[config.mk]
export PLATFORM = sky130hd
export DESIGN_NAME = url_query_param_extract_flat
export DESIGN_NICKNAME = d
export VERILOG_FILES = /design/src/design/qpx_pkg.sv /design/src/design/qpx_if.sv /design/src/design/url_query_param_extract.sv /design/src/design/qpx_front.sv /design/src/design/qpx_fifo.sv /design/src/design/qpx_back.sv /design/src/flat_wrapper.sv
export SDC_FILE = /design/constraint.sdc
export NUM_CORES = 1
export LEC_CHECK = 0
export BUFFER_PORTS_ARGS = -buffer_cell sky130_fd_sc_hd__buf_2
export CORE_UTILIZATION = 50
export DETAILED_ROUTE_END_ITERATION = 10
export PLACE_DENSITY = 0.68
export SYNTH_ARGS = -nofsm -noshare
export SYNTH_HDL_FRONTEND = slang
export SYNTH_SLANG_ARGS = --single-unit
[constraint.sdc]
create_clock -name clock -period 8.8 [get_ports clock]
set_input_delay 0.88 -clock clock [delete_from_list [all_inputs] [get_ports clock]]
set_output_delay 0.88 -clock clock [all_outputs]
set_load 0.02 [all_outputs]
[src/design/qpx_pkg.sv]
// ----------------------------------------------------------------------------
// qpx_pkg
// Shared constants, types and helpers of the query parameter extractor.
// ----------------------------------------------------------------------------
`timescale 1ns / 1ps
`default_nettype none

package qpx_pkg;

   localparam int unsigned NAME_MAX_DEFAULT = 8;
   localparam int unsigned CSR_INDEX_W      = 2;
   localparam int unsigned CSR_DATA_W       = 64;
   localparam int unsigned QUEUE_DEPTH      = 2;
   localparam int unsigned MAX_VALUES       = 3;

   localparam logic [CSR_INDEX_W-1:0] CSR_NAME_BYTES     = 2'd0;
   localparam logic [CSR_INDEX_W-1:0] CSR_NAME_LENGTH    = 2'd1;
   localparam logic [CSR_INDEX_W-1:0] CSR_VALUE_CAPACITY = 2'd2;

   localparam logic [7:0] CAPACITY_RESET = 8'd32;

   localparam logic [7:0] CH_AMP = 8'h26;
   localparam logic [7:0] CH_EQ  = 8'h3D;
   localparam logic [7:0] CH_PCT = 8'h25;
   localparam logic [7:0] CH_NUL = 8'h00;

   localparam logic [4:0] HEX_NONE = 5'd16;

   // results caused by one item: up to three value bytes, then an optional status
   typedef struct packed {
      logic [MAX_VALUES-1:0][7:0] vals;
      logic [1:0]                 nv;
      logic                       st;
      logic                       fnd;
   } bundle_type;

   function automatic logic [4:0] hex_of(input logic [7:0] b);
      logic [4:0] r;
      r = HEX_NONE;
      if (b >= 8'h30 && b <= 8'h39) begin
         r = 5'(b - 8'h30);
      end else if (b >= 8'h61 && b <= 8'h66) begin
         r = 5'(b - 8'h61 + 8'd10);
      end else if (b >= 8'h41 && b <= 8'h46) begin
         r = 5'(b - 8'h41 + 8'd10);
      end
      return r;
   endfunction

endpackage

`default_nettype wire

[src/design/qpx_if.sv]
// ----------------------------------------------------------------------------
// qpx_if
// Valid/ready channels for query bytes and extracted results.
// ----------------------------------------------------------------------------
`timescale 1ns / 1ps
`default_nettype none

interface qpx_req_if;
   logic       valid;
   logic       ready;
   logic [7:0] ch;
   logic       is_last;
   modport source (output valid, ch, is_last, input ready);
   modport sink   (input valid, ch, is_last, output ready);
endinterface

interface qpx_rsp_if;
   logic       valid;
   logic       ready;
   logic       kind;
   logic [7:0] out_byte;
   logic       found;
   logic       run_end;
   modport source (output valid, kind, out_byte, found, run_end, input ready);
   modport sink   (input valid, kind, out_byte, found, run_end, output ready);
endinterface

`default_nettype wire

[src/design/url_query_param_extract.sv]
// ----------------------------------------------------------------------------
// url_query_param_extract
// Query string parameter extractor with percent decoding.
// ----------------------------------------------------------------------------
// The block takes one query byte per cycle while its bundle queue has room, and
// returns the decoded value bytes of the configured parameter, then one status item
// when the string ends. An input byte is accepted whenever the two-entry bundle queue
// has room; a byte that causes k results (at most four) holds the output serializer
// until all k are handed out, so bytes with zero or one result sustain one item per
// cycle while the output is ready, and a replayed escape holds the serializer for each
// extra byte. Results pass through the bundle queue and then the output register.
// ----------------------------------------------------------------------------
`timescale 1ns / 1ps
`default_nettype none

module url_query_param_extract #(
   parameter int unsigned NAME_MAX_BYTES = qpx_pkg::NAME_MAX_DEFAULT
) (
   input  logic                            clock,
   input  logic                            reset,
   qpx_req_if.sink                         req_bus,
   qpx_rsp_if.source                       rsp_bus,
   input  logic                            csr_we,
   input  logic [qpx_pkg::CSR_INDEX_W-1:0] csr_index,
   input  logic [qpx_pkg::CSR_DATA_W-1:0]  csr_wdata
);

   logic                q_push;
   qpx_pkg::bundle_type q_data;
   logic                q_full;
   logic                q_pop;
   logic                q_not_empty;
   qpx_pkg::bundle_type q_head;

   qpx_front #(
      .NAME_MAX_BYTES (NAME_MAX_BYTES)
   ) u_front (
      .clock       (clock),
      .reset       (reset),
      .req_valid   (req_bus.valid),
      .req_ch      (req_bus.ch),
      .req_is_last (req_bus.is_last),
      .req_ready   (req_bus.ready),
      .csr_we      (csr_we),
      .csr_index   (csr_index),
      .csr_wdata   (csr_wdata),
      .q_full      (q_full),
      .q_push      (q_push),
      .q_data      (q_data)
   );

   qpx_fifo u_fifo (
      .clock     (clock),
      .reset     (reset),
      .push      (q_push),
      .push_data (q_data),
      .full      (q_full),
      .pop       (q_pop),
      .not_empty (q_not_empty),
      .head      (q_head)
   );

   qpx_back u_back (
      .clock        (clock),
      .reset        (reset),
      .q_not_empty  (q_not_empty),
      .q_head       (q_head),
      .q_pop        (q_pop),
      .rsp_valid    (rsp_bus.valid),
      .rsp_ready    (rsp_bus.ready),
      .rsp_kind     (rsp_bus.kind),
      .rsp_out_byte (rsp_bus.out_byte),
      .rsp_found    (rsp_bus.found),
      .rsp_run_end  (rsp_bus.run_end)
   );

endmodule

`default_nettype wire

[src/design/qpx_front.sv]
// ----------------------------------------------------------------------------
// qpx_front
// Takes one query byte per cycle while the queue is not full, runs name match and
// percent decode, and pushes the bundle of results the byte causes.
// ----------------------------------------------------------------------------
`timescale 1ns / 1ps
`default_nettype none

module qpx_front #(
   parameter int unsigned NAME_MAX_BYTES = qpx_pkg::NAME_MAX_DEFAULT
) (
   input  logic                               clock,
   input  logic                               reset,
   input  logic                               req_valid,
   input  logic [7:0]                         req_ch,
   input  logic                               req_is_last,
   output logic                               req_ready,
   input  logic                               csr_we,
   input  logic [qpx_pkg::CSR_INDEX_W-1:0]    csr_index,
   input  logic [qpx_pkg::CSR_DATA_W-1:0]     csr_wdata,
   input  logic                               q_full,
   output logic                               q_push,
   output qpx_pkg::bundle_type                q_data
);

   localparam int unsigned NAME_BITS = 8 * NAME_MAX_BYTES;

   typedef enum logic [1:0] {
      PH_MATCH = 2'd0,
      PH_SKIP  = 2'd1,
      PH_VALUE = 2'd2,
      PH_DONE  = 2'd3
   } phase_type;

   typedef enum logic [1:0] {
      ESC_NONE  = 2'd0,
      ESC_PCT   = 2'd1,
      ESC_DIGIT = 2'd2
   } esc_type;

   typedef struct packed {
      phase_type                           phase;
      logic [3:0]                          mpos;
      esc_type                             esc;
      logic [7:0]                          hd;
      logic [7:0]                          cnt;
      logic                                fflag;
      logic [qpx_pkg::MAX_VALUES-1:0][7:0] vals;
      logic [1:0]                          nv;
      logic                                st;
      logic                                fnd;
   } acc_type;

   logic [NAME_BITS-1:0] name_ff;
   logic [3:0]           name_len_ff;
   logic [7:0]           cap_ff;

   phase_type  phase_ff;
   logic [3:0] mpos_ff;
   esc_type    esc_ff;
   logic [7:0] hd_ff;
   logic [7:0] cnt_ff;
   logic       fflag_ff;

   logic [3:0] len_eff;
   logic       accept;
   acc_type    acc;

   function automatic acc_type f_emit(input acc_type a, input logic [7:0] b,
                                      input logic [7:0] cap);
      if (a.phase == PH_VALUE) begin
         a.vals[a.nv] = b;
         a.nv  = a.nv + 2'd1;
         a.cnt = a.cnt + 8'd1;
         if ({1'b0, a.cnt} + 9'd1 >= {1'b0, cap}) begin
            a.phase = PH_DONE;
         end
      end
      return a;
   endfunction

   function automatic acc_type f_plain(input acc_type a, input logic [7:0] b,
                                       input logic [7:0] cap);
      if (a.phase == PH_VALUE) begin
         if (b == qpx_pkg::CH_AMP) begin
            a.phase = PH_DONE;
         end else if (b == qpx_pkg::CH_PCT) begin
            a.esc = ESC_PCT;
         end else begin
            a = f_emit(a, b, cap);
         end
      end
      return a;
   endfunction

   function automatic acc_type f_value(input acc_type a, input logic [7:0] b,
                                       input logic [7:0] cap);
      logic [4:0] h;
      logic [4:0] hh;
      h  = qpx_pkg::hex_of(b);
      hh = qpx_pkg::hex_of(a.hd);
      unique case (a.esc)
         ESC_NONE: begin
            a = f_plain(a, b, cap);
         end
         ESC_PCT: begin
            if (h != qpx_pkg::HEX_NONE) begin
               a.esc = ESC_DIGIT;
               a.hd  = b;
            end else begin
               a.esc = ESC_NONE;
               a = f_emit(a, qpx_pkg::CH_PCT, cap);
               a = f_plain(a, b, cap);
            end
         end
         default: begin
            a.esc = ESC_NONE;
            if (h != qpx_pkg::HEX_NONE) begin
               a = f_emit(a, {hh[3:0], h[3:0]}, cap);
            end else begin
               a = f_emit(a, qpx_pkg::CH_PCT, cap);
               a = f_plain(a, a.hd, cap);
               a = f_plain(a, b, cap);
            end
         end
      endcase
      return a;
   endfunction

   function automatic acc_type f_process(input acc_type a, input logic [7:0] b,
                                         input logic [7:0] cap, input logic [3:0] len,
                                         input logic [NAME_BITS-1:0] name);
      logic [NAME_BITS-1:0] sh;
      sh = name >> {a.mpos, 3'b000};
      unique case (a.phase)
         PH_MATCH: begin
            if (a.mpos < len) begin
               if (b == qpx_pkg::CH_AMP) begin
                  a.mpos = 4'd0;
               end else if (b == sh[7:0]) begin
                  a.mpos = a.mpos + 4'd1;
               end else begin
                  a.phase = PH_SKIP;
               end
            end else if (b == qpx_pkg::CH_EQ) begin
               a.fflag = 1'b1;
               a.phase = (cap < 8'd2) ? PH_DONE : PH_VALUE;
            end else if (b == qpx_pkg::CH_AMP) begin
               a.fflag = 1'b1;
               a.phase = PH_DONE;
            end else begin
               a.phase = PH_SKIP;
            end
         end
         PH_SKIP: begin
            if (b == qpx_pkg::CH_AMP) begin
               a.phase = PH_MATCH;
               a.mpos  = 4'd0;
            end
         end
         PH_VALUE: begin
            a = f_value(a, b, cap);
         end
         default: begin
         end
      endcase
      return a;
   endfunction

   function automatic acc_type f_finish(input acc_type a, input logic [7:0] cap,
                                        input logic [3:0] len);
      esc_type held;
      held = a.esc;
      if (a.phase == PH_VALUE && held != ESC_NONE) begin
         a.esc = ESC_NONE;
         a = f_emit(a, qpx_pkg::CH_PCT, cap);
         if (held == ESC_DIGIT) begin
            a = f_plain(a, a.hd, cap);
         end
      end
      if (a.phase == PH_MATCH && a.mpos >= len) begin
         a.fflag = 1'b1;
      end
      a.st    = 1'b1;
      a.fnd   = a.fflag;
      a.phase = PH_MATCH;
      a.mpos  = 4'd0;
      a.esc   = ESC_NONE;
      a.hd    = 8'd0;
      a.cnt   = 8'd0;
      a.fflag = 1'b0;
      return a;
   endfunction

   assign len_eff   = (name_len_ff > 4'(NAME_MAX_BYTES)) ? 4'(NAME_MAX_BYTES) : name_len_ff;
   assign req_ready = ~q_full & ~reset;
   assign accept    = req_valid & req_ready;

   always_comb begin
      acc.phase = phase_ff;
      acc.mpos  = mpos_ff;
      acc.esc   = esc_ff;
      acc.hd    = hd_ff;
      acc.cnt   = cnt_ff;
      acc.fflag = fflag_ff;
      acc.vals  = '0;
      acc.nv    = 2'd0;
      acc.st    = 1'b0;
      acc.fnd   = 1'b0;
      if (req_ch == qpx_pkg::CH_NUL) begin
         acc = f_finish(acc, cap_ff, len_eff);
      end else begin
         acc = f_process(acc, req_ch, cap_ff, len_eff, name_ff);
         if (req_is_last) begin
            acc = f_finish(acc, cap_ff, len_eff);
         end
      end
   end

   assign q_push      = accept & ((acc.nv != 2'd0) | acc.st);
   assign q_data.vals = acc.vals;
   assign q_data.nv   = acc.nv;
   assign q_data.st   = acc.st;
   assign q_data.fnd  = acc.fnd;

   always_ff @(posedge clock) begin
      if (reset) begin
         name_ff     <= '0;
         name_len_ff <= 4'd0;
         cap_ff      <= qpx_pkg::CAPACITY_RESET;
         phase_ff    <= PH_MATCH;
         mpos_ff     <= 4'd0;
         esc_ff      <= ESC_NONE;
         hd_ff       <= 8'd0;
         cnt_ff      <= 8'd0;
         fflag_ff    <= 1'b0;
      end else begin
         if (csr_we) begin
            unique case (csr_index)
               qpx_pkg::CSR_NAME_BYTES:     name_ff     <= csr_wdata[NAME_BITS-1:0];
               qpx_pkg::CSR_NAME_LENGTH:    name_len_ff <= csr_wdata[3:0];
               qpx_pkg::CSR_VALUE_CAPACITY: cap_ff      <= csr_wdata[7:0];
               default: begin
               end
            endcase
         end
         if (accept) begin
            phase_ff <= acc.phase;
            mpos_ff  <= acc.mpos;
            esc_ff   <= acc.esc;
            hd_ff    <= acc.hd;
            cnt_ff   <= acc.cnt;
            fflag_ff <= acc.fflag;
         end
      end
   end

endmodule

`default_nettype wire

[src/design/qpx_fifo.sv]
// ----------------------------------------------------------------------------
// qpx_fifo
// Short queue of result bundles between the front and the back.
// ----------------------------------------------------------------------------
`timescale 1ns / 1ps
`default_nettype none

module qpx_fifo (
   input  logic                clock,
   input  logic                reset,
   input  logic                push,
   input  qpx_pkg::bundle_type push_data,
   output logic                full,
   input  logic                pop,
   output logic                not_empty,
   output qpx_pkg::bundle_type head
);

   localparam int unsigned DEPTH = qpx_pkg::QUEUE_DEPTH;
   localparam int unsigned PTR_W = (DEPTH > 1) ? $clog2(DEPTH) : 1;
   localparam int unsigned CNT_W = $clog2(DEPTH + 1);

   qpx_pkg::bundle_type entry_ff [DEPTH];
   logic [PTR_W-1:0]    wr_ff;
   logic [PTR_W-1:0]    rd_ff;
   logic [CNT_W-1:0]    count_ff;
   logic                do_push;
   logic                do_pop;

   assign full      = (count_ff == CNT_W'(DEPTH));
   assign not_empty = (count_ff != '0);
   assign head      = entry_ff[rd_ff];
   assign do_push   = push & ~full;
   assign do_pop    = pop & not_empty;

   always_ff @(posedge clock) begin
      if (do_push) begin
         entry_ff[wr_ff] <= push_data;
      end
   end

   always_ff @(posedge clock) begin
      if (reset) begin
         wr_ff    <= '0;
         rd_ff    <= '0;
         count_ff <= '0;
      end else begin
         if (do_push) begin
            wr_ff <= (wr_ff == PTR_W'(DEPTH - 1)) ? '0 : wr_ff + PTR_W'(1);
         end
         if (do_pop) begin
            rd_ff <= (rd_ff == PTR_W'(DEPTH - 1)) ? '0 : rd_ff + PTR_W'(1);
         end
         if (do_push & ~do_pop) begin
            count_ff <= count_ff + CNT_W'(1);
         end else if (do_pop & ~do_push) begin
            count_ff <= count_ff - CNT_W'(1);
         end
      end
   end

endmodule

`default_nettype wire

[src/design/qpx_back.sv]
// ----------------------------------------------------------------------------
// qpx_back
// Holds one bundle in the output register and hands its results out one
// item per cycle while the output is ready.
// ----------------------------------------------------------------------------
`timescale 1ns / 1ps
`default_nettype none

module qpx_back (
   input  logic                clock,
   input  logic                reset,
   input  logic                q_not_empty,
   input  qpx_pkg::bundle_type q_head,
   output logic                q_pop,
   output logic                rsp_valid,
   input  logic                rsp_ready,
   output logic                rsp_kind,
   output logic [7:0]          rsp_out_byte,
   output logic                rsp_found,
   output logic                rsp_run_end
);

   qpx_pkg::bundle_type cur_ff;
   logic                busy_ff;
   logic [1:0]          idx_ff;
   logic                last_now;
   logic                done;
   logic                load;

   assign last_now = cur_ff.st ? (idx_ff == cur_ff.nv) : (idx_ff == cur_ff.nv - 2'd1);
   assign done     = busy_ff & rsp_ready & last_now;
   assign load     = q_not_empty & (~busy_ff | done);
   assign q_pop    = load;

   assign rsp_valid    = busy_ff;
   assign rsp_kind     = (idx_ff >= cur_ff.nv);
   assign rsp_out_byte = rsp_kind ? 8'd0 : cur_ff.vals[idx_ff];
   assign rsp_found    = rsp_kind & cur_ff.fnd;
   assign rsp_run_end  = last_now;

   always_ff @(posedge clock) begin
      if (load) begin
         cur_ff <= q_head;
      end
   end

   always_ff @(posedge clock) begin
      if (reset) begin
         busy_ff <= 1'b0;
         idx_ff  <= 2'd0;
      end else begin
         if (load) begin
            busy_ff <= 1'b1;
            idx_ff  <= 2'd0;
         end else if (done) begin
            busy_ff <= 1'b0;
         end else if (busy_ff & rsp_ready) begin
            idx_ff <= idx_ff + 2'd1;
         end
      end
   end

endmodule

`default_nettype wire

[src/flat_wrapper.sv]
// flat-port wrapper written by rule: the top's interface ports become plain ports
module url_query_param_extract_flat 
#(
   parameter int unsigned NAME_MAX_BYTES = qpx_pkg::NAME_MAX_DEFAULT
)
  (clock, reset, csr_we, csr_index, csr_wdata, req_bus_valid, req_bus_ch, req_bus_is_last, req_bus_ready, rsp_bus_valid, rsp_bus_kind, rsp_bus_out_byte, rsp_bus_found, rsp_bus_run_end, rsp_bus_ready);
  qpx_req_if req_bus_i ();
  qpx_rsp_if rsp_bus_i ();
  input  logic clock;
  input  logic reset;
  input  logic csr_we;
  input  logic [qpx_pkg::CSR_INDEX_W-1:0] csr_index;
  input  logic [qpx_pkg::CSR_DATA_W-1:0] csr_wdata;
  input wire logic [$bits(req_bus_i.valid)-1:0] req_bus_valid;
  input wire logic [$bits(req_bus_i.ch)-1:0] req_bus_ch;
  input wire logic [$bits(req_bus_i.is_last)-1:0] req_bus_is_last;
  output wire logic [$bits(req_bus_i.ready)-1:0] req_bus_ready;
  output wire logic [$bits(rsp_bus_i.valid)-1:0] rsp_bus_valid;
  output wire logic [$bits(rsp_bus_i.kind)-1:0] rsp_bus_kind;
  output wire logic [$bits(rsp_bus_i.out_byte)-1:0] rsp_bus_out_byte;
  output wire logic [$bits(rsp_bus_i.found)-1:0] rsp_bus_found;
  output wire logic [$bits(rsp_bus_i.run_end)-1:0] rsp_bus_run_end;
  input wire logic [$bits(rsp_bus_i.ready)-1:0] rsp_bus_ready;
  assign req_bus_i.valid = req_bus_valid;
  assign req_bus_i.ch = req_bus_ch;
  assign req_bus_i.is_last = req_bus_is_last;
  assign req_bus_ready = req_bus_i.ready;
  assign rsp_bus_valid = rsp_bus_i.valid;
  assign rsp_bus_kind = rsp_bus_i.kind;
  assign rsp_bus_out_byte = rsp_bus_i.out_byte;
  assign rsp_bus_found = rsp_bus_i.found;
  assign rsp_bus_run_end = rsp_bus_i.run_end;
  assign rsp_bus_i.ready = rsp_bus_ready;
  url_query_param_extract #(.NAME_MAX_BYTES(NAME_MAX_BYTES)) u_core (.clock(clock), .reset(reset), .req_bus(req_bus_i), .rsp_bus(rsp_bus_i), .csr_we(csr_we), .csr_index(csr_index), .csr_wdata(csr_wdata));
endmodule
==> results.md, run 1 <==
* Status: finished, final reports clean
* Vias per cell at 6.17
* Max Fclk at 0.122 GHz
* Core footprint at 0.0246 mm^2
* Seq cells post-synth at 192
* Fraction of layout cells with a size suffix above 1 at 16.7%
* Clk Latency, worst-skew pair at 0.44 ns
* Final hold vios at 0
* Total GRT Usage at 29.5%
* Commonest cells after routing, fill and taps aside: nand2_1, nor2_1, a21oi_1
* Antenna Violating Nets Remaining at 0
* Final setup viols at 0
* Simple-Gate Fraction of Synth Area at 19.1%
* CP startpoint kind: flip-flop
* Num CTS Buffers at 17
* Setup ws final at 0.618 ns
* Area Growth Syn to Fin at 12.1%
* HP Class: reg2reg
* CTS tree: yes
* Post-Synth Adder-Cell Area at 6.91%
* Finished Core Util at 57.7%
* Mapped Nets at 1601
* # nets final at 1653
* Placed cell areas at 0.0134 mm^2
* Clk root buf: clkbuf_16
* Slowest cell on the critical path: dfxtp_1
* Number of global-route vias before repair at 10700
* Max-cap viol count at 0
* Drt pass-1 iters at 5
* XOR/XNOR share of the synthesized area at 4.58%
* First-pass GRT wire length at 59800 um
* Leakage power at 5.49 nW
* Initial antenna violation count at 0
* Number of synthesized flops with an enable pin at 84
* Critical Path Most Common Cell: ha_1
* Critical path arrival at 8.43 ns
* Vias at 11400
* Fraction of registers with async set/reset at 0%
* Die width at 161 um
* Synthesis Warnings at 0
* Yosys top cell area share at 19.9%
* Dominant cell type by area after synthesis: edfxtp_1
* CP max FO at 9
* Final Skew at 0.0234 ns
* Synth area leaders: edfxtp_1, dfxtp_1, ha_1, nand2_1, a21oi_1
* Hpwl dp at 28300 um
* Mux share of post-synthesis cell area at 8.35%
* WL/cell at 20.8 um
* Clock sink total at 192
* Pin count of the biggest net entering global routing at 84
* GRT overflow at 0
* Clock transition at path regs at 0.08 ns
* Fin area at 0.0142 mm^2
* RSZ-0062 raised after global routing: no
* Commonest non-fill, non-tap cell in the layout: nand2_1
* Initial Util at 51.5%
* I/O pin total at 93
* Fin crit share at 93.0%
* Worst-margin pin slew at 1.10 ns
* ANT cells at 0
* GP Congestion at 1.00
* CTS HTree Levels at 4
* Crit path kind: reg2reg
* Slew headroom at 26.4%
* Max clock buf depth at 2
* Final setup TNS at 0 ns
* Mapped cell area at 0.0127 mm^2
* I/O Buffers at 92
* Peak VDD IR at 0.189 mV
* Total power at 2.35 mW
* Syn avg cell area at 8.73 um^2
* Synth cell types at 96
* Fin. max-slew vios at 0
* Pwr Density at 165 mW/mm^2
* Die H at 161 um
* Hold_buf cts at 0
* Fin crit period at 8.18 ns
* Die area at 0.0260 mm^2
* Gate Count Post-Synth at 1451
* Critical Path End Type: flip-flop
* Seq/Total Area, Yosys at 37.0%
* Final WL at 38200 um
* Largest family of logic cells by synthesized area: compound AO/OA/AOI/OAI gates
* Max incr delay on CP at 0.57 ns
* DRC at 0
* Core Rows at 57
* R2R setup slack at 0.62 ns
* Synth Area in Compound Gates at 19.7%
* Iteration-0 DRC Markers at 1073
* Most used DFF post-synth: dfxtp_1
* Dpl ws at 0.248 ns
* Data required, critical path at 9.05 ns
## registers in the layout, summed over array words and instances, names as in the netlist
signal	cells
u_core.u_front.cap_ff	8
u_core.u_front.name_ff	64
u_core.u_fifo.rd_ff	1
u_core.u_fifo.count_ff	2
u_core.u_back.idx_ff	2
u_core.u_front.fflag_ff	1
u_core.u_front.esc_ff	2
u_core.u_back.rsp_valid	1
u_core.u_front.hd_ff	8
u_core.u_back.cur_ff	28
u_core.u_front.cnt_ff	8
u_core.u_front.phase_ff	2
u_core.u_fifo.wr_ff	1
u_core.u_front.name_len_ff	4
u_core.u_fifo.entry_ff	56
u_core.u_front.mpos_ff	4
## report_power, final
part / internal, mW / switching (mW) / total (mW)
clock network: 0.443 / 0.397 / 0.840
logic: 0.170 / 0.258 / 0.428
registers: 1.04 / 0.0406 / 1.08
## metal layers
layer,global-route usage (%),wire (um)
met1,40.0,16400
met2,46.6,17300
met3,3.95,2650
met4,14.0,1880
met5,0,0
## cells in the mapped netlist (all sizes together), types with 8 or more instances
library cell and instances:
a21o 22, o211ai 10, nor4 9, nand4 11
mux4 16, nor2b 12, mux2i 37, nand3 29
nand2 223, inv 41, mux2 29, nor2 150
a31oi 13, a21oi 135, nand2b 11, dfxtp 108
or3 8, ha 70, o31ai 8, a211oi 18
o21ai 63, and2 20, a22oi 15, xnor2 42
o2111ai 8, edfxtp 84, xor2 20, buf 26
a32oi 9, and3 15, clkbuf 72, nor3 17
## kinds of logic (layout without fill, tap and decap cells)
group | count (synthesis) | in the layout
AND/OR/NAND/NOR | 531 | 531
AO/OA/AOI/OAI | 374 | 374
flip-flops | 192 | 192
buffers and inverters | 140 | 205
multiplexers | 82 | 82
adder cells (fa/ha/maj) | 70 | 70
XOR/XNOR | 62 | 62
## area by class of cell
cell class,instances,area (um^2)
clock buffer,18,429
fill,2209,10400
inverter,42,158
multi-input combinational,1119,7560
clock inverter,14,206
tap,324,405
timing repair buffer,131,756
sequential,192,4690
## worst paths after layout
check / end / startpoint / cells after the start
setup reg to reg: u_core.u_fifo.entry_ff[1][19] / u_core.u_front.cnt_ff[3] / 37
hold reg to reg: u_core.u_front.name_ff[51] / u_core.u_front.name_ff[51] / 2
setup / recovery: u_core.u_fifo.entry_ff[1][19] / u_core.u_front.cnt_ff[3] / 37
hold / removal: u_core.u_front.name_ff[51] / u_core.u_front.name_ff[51] / 2
## stage by stage
| step | cells | hold slack (ns) |
|---|---|---|
| 3_5_place_dp | 1804 | 0.443 |
| 5_1_grt | 1840 | 0.472 |
| 6_report | 1840 | 0.454 |
| 3_3_place_gp | 1804 | 0.439 |
| 2_1_floorplan | 1451 | 0.433 |
| 4_1_cts | 1836 | 0.454 |
## repair_timing
item / 4_1_cts / 5_1_grt
resized for setup: 0 / 14
setup buffers: 0 / 4
setup endpoints to repair: 0 / 52
## critical path, delay by kind of cell, from the launching register on
family                   cells  cell delay [ns]
AO/OA/AOI/OAI               14             3.00
XOR/XNOR                     2             0.35
adder cells (fa/ha/maj)      4             0.94
buffers and inverters        4             0.63
flip-flops                   1             0.57
multiplexers                 1             0.35
AND/OR/NAND/NOR             12             2.14
Note: power is estimated with default switching activity, not from simulation.
==> run 2: changes to the inputs <==
--- a/config.mk
+++ b/config.mk
@@ -8,7 +8,8 @@
 export BUFFER_PORTS_ARGS = -buffer_cell sky130_fd_sc_hd__buf_2
 export CORE_UTILIZATION = 50
 export DETAILED_ROUTE_END_ITERATION = 10
-export PLACE_DENSITY = 0.68
+export PLACE_DENSITY = 0.71
+export SETUP_SLACK_MARGIN = 0.3
 export SYNTH_ARGS = -nofsm -noshare
 export SYNTH_HDL_FRONTEND = slang
 export SYNTH_SLANG_ARGS = --single-unit
==> constraint.sdc (replaced) <==
create_clock -name clock -period 6.79 [get_ports clock]
set_input_delay 0.679 -clock clock [delete_from_list [all_inputs] [get_ports clock]]
set_output_delay 0.679 -clock clock [all_outputs]
set_load 0.02 [all_outputs]
==> results.md, run 2 (synthesized netlist as in run 1, its figures left out) <==
* Data required, critical path at 6.98 ns
* Final Skew at 0.0205 ns
* WL/cell at 20.9 um
* Dpl ws at -0.506 ns
* # nets final at 1811
* Max clock buf depth at 2
* Max reg flops at 64
* Clock transition at path regs at 0.09 ns
* Fin. max-slew vios at 0
* Total GRT Usage at 31.3%
* Fraction of layout cells with a size suffix above 1 at 31.0%
* CP startpoint kind: flip-flop
* CP max FO at 5
* Max Fclk at 0.136 GHz
* GRT overflow at 0
* I/O Buffers at 92
* Max-cap viol count at 0
* Drt pass-1 iters at 9
* Initial Util at 51.5%
* Largest register by flop count: u_core.u_front.name_ff
* Slew headroom at 15.1%
* Critical Path Most Common Cell: buf_4
* Crit path kind: reg2reg
* RSZ-0062 raised after global routing: yes
* Final setup viols at 52
* Status: finished, violations left
* ANT cells at 0
* Pwr Density at 191 mW/mm^2
* Final hold vios at 0
* Die width at 161 um
* Pin count of the biggest net entering global routing at 77
* Fin crit share at 108%
* Fin crit period at 7.33 ns
* Critical path arrival at 7.52 ns
* Num CTS Buffers at 17
* Vias per cell at 6.12
* Vias at 12200
* Clk root buf: clkbuf_16
* Clk Latency, worst-skew pair at 0.46 ns
* Worst-margin pin slew at 1.26 ns
* Number of global-route vias before repair at 12000
* Final setup TNS at -22.66 ns
* Largest registers: u_core.u_front.name_ff x64, u_core.u_fifo.entry_ff x56, u_core.u_back.cur_ff x28
* Core Rows at 57
* Die area at 0.0260 mm^2
* I/O pin total at 93
* HP Class: in2reg
* Failing checks: negative setup slack
* Die H at 161 um
* Hpwl dp at 29600 um
* Slowest cell on the critical path: a221oi_2
* Layout fillers at 1962
* Clock sink total at 192
* Critical Path End Type: flip-flop
* CTS HTree Levels at 4
* Non-Filler Instances at 1998
* Core footprint at 0.0246 mm^2
* Commonest non-fill, non-tap cell in the layout: nand2_1
* Final WL at 41800 um
* Setup ws final at -0.543 ns
* DRC at 0
* Initial antenna violation count at 0
* First-pass GRT wire length at 63600 um
* Commonest cells after routing, fill and taps aside: nand2_1, buf_4, nor2_1
* Leakage power at 6.46 nW
* Max incr delay on CP at 0.41 ns
* Antenna Violating Nets Remaining at 0
* GP Congestion at 0.987
* CTS tree: yes
* Iteration-0 DRC Markers at 1178
* Area Growth Syn to Fin at 27.0%
* Cell total after placement at 1934
* Peak VDD IR at 0.268 mV
## run 2: final cells by class
class	count	area (um^2)	share of cell area (%)
Multi-Input combinational cell	1120	8190	50.9
Sequential cell	192	4690	29.2
Timing Repair Buffer	288	2000	12.4
Clock buffer	17	425	2.64
Tap cell	324	405	2.52
Clock inverter	15	216	1.34
Inverter	42	160	0.995
## run 2: worst max-delay path: cells and delay by family, from the launching register on
kind / cells / cell delay, ns
AO/OA/AOI/OAI: 12 / 2.55
flip-flops: 1 / 0.39
buffers and inverters: 6 / 0.81
AND/OR/NAND/NOR: 11 / 1.72
adder cells (fa/ha/maj): 4 / 0.97
XOR/XNOR: 3 / 0.61
## run 2: worst paths after layout
kind                                   start                       endpoint  slack, ns  depth (start not counted)
setup / recovery    u_core.u_front.cnt_ff[1]  u_core.u_fifo.entry_ff[0][16]      -0.54                         36
hold / removal                 csr_wdata[17]     u_core.u_front.name_ff[17]       0.45                          3
setup reg to reg    u_core.u_front.cnt_ff[1]  u_core.u_fifo.entry_ff[0][16]      -0.54                         36
hold reg to reg   u_core.u_front.name_ff[57]     u_core.u_front.name_ff[57]       0.46                          2
## run 2: repair_timing
item / in CTS / in global routing
gates cloned: 1 / 1
pin swaps: 27 / 62
resized for setup: 56 / 65
buffers inserted: 18 / 12
hold buffers: 0 / 0
endpoints found under the setup margin: 54 / 55
endpoints found under the hold margin: 0 / 0
## run 2: power breakdown
| group | internal (mW) | total, mW | switching (mW) | leakage [nW] |
|---|---|---|---|---|
| Sequential | 1.34 | 1.40 | 0.0529 | 1.69 |
| Clock | 0.528 | 1.11 | 0.578 | 0.309 |
| Combinational | 0.230 | 0.571 | 0.341 | 4.45 |
| Total | 2.10 | 3.07 | 0.972 | 6.46 |
## run 2: metrics by stage
step	hold WS, ns	power [mW]	instance area (um^2)	util [%]
5_1_grt	0.439	3.19	16100	65.4
2_1_floorplan	0.433	1.81	12900	-
3_5_place_dp	0.446	1.99	14600	59.3
3_3_place_gp	0.440	1.97	14600	59.3
6_report	0.446	3.07	16100	65.4
4_1_cts	0.441	3.08	15700	63.6
## run 2: layer usage
layer / GRT usage (%) / routed length, um / vias to the layer above
met5: 0 / 0 / -
met4: 16.9 / 2310 / 0
met1: 39.7 / 16700 / 5780
met3: 4.60 / 3020 / 174
met2: 51.4 / 19800 / 599
li1: - / - / 5668
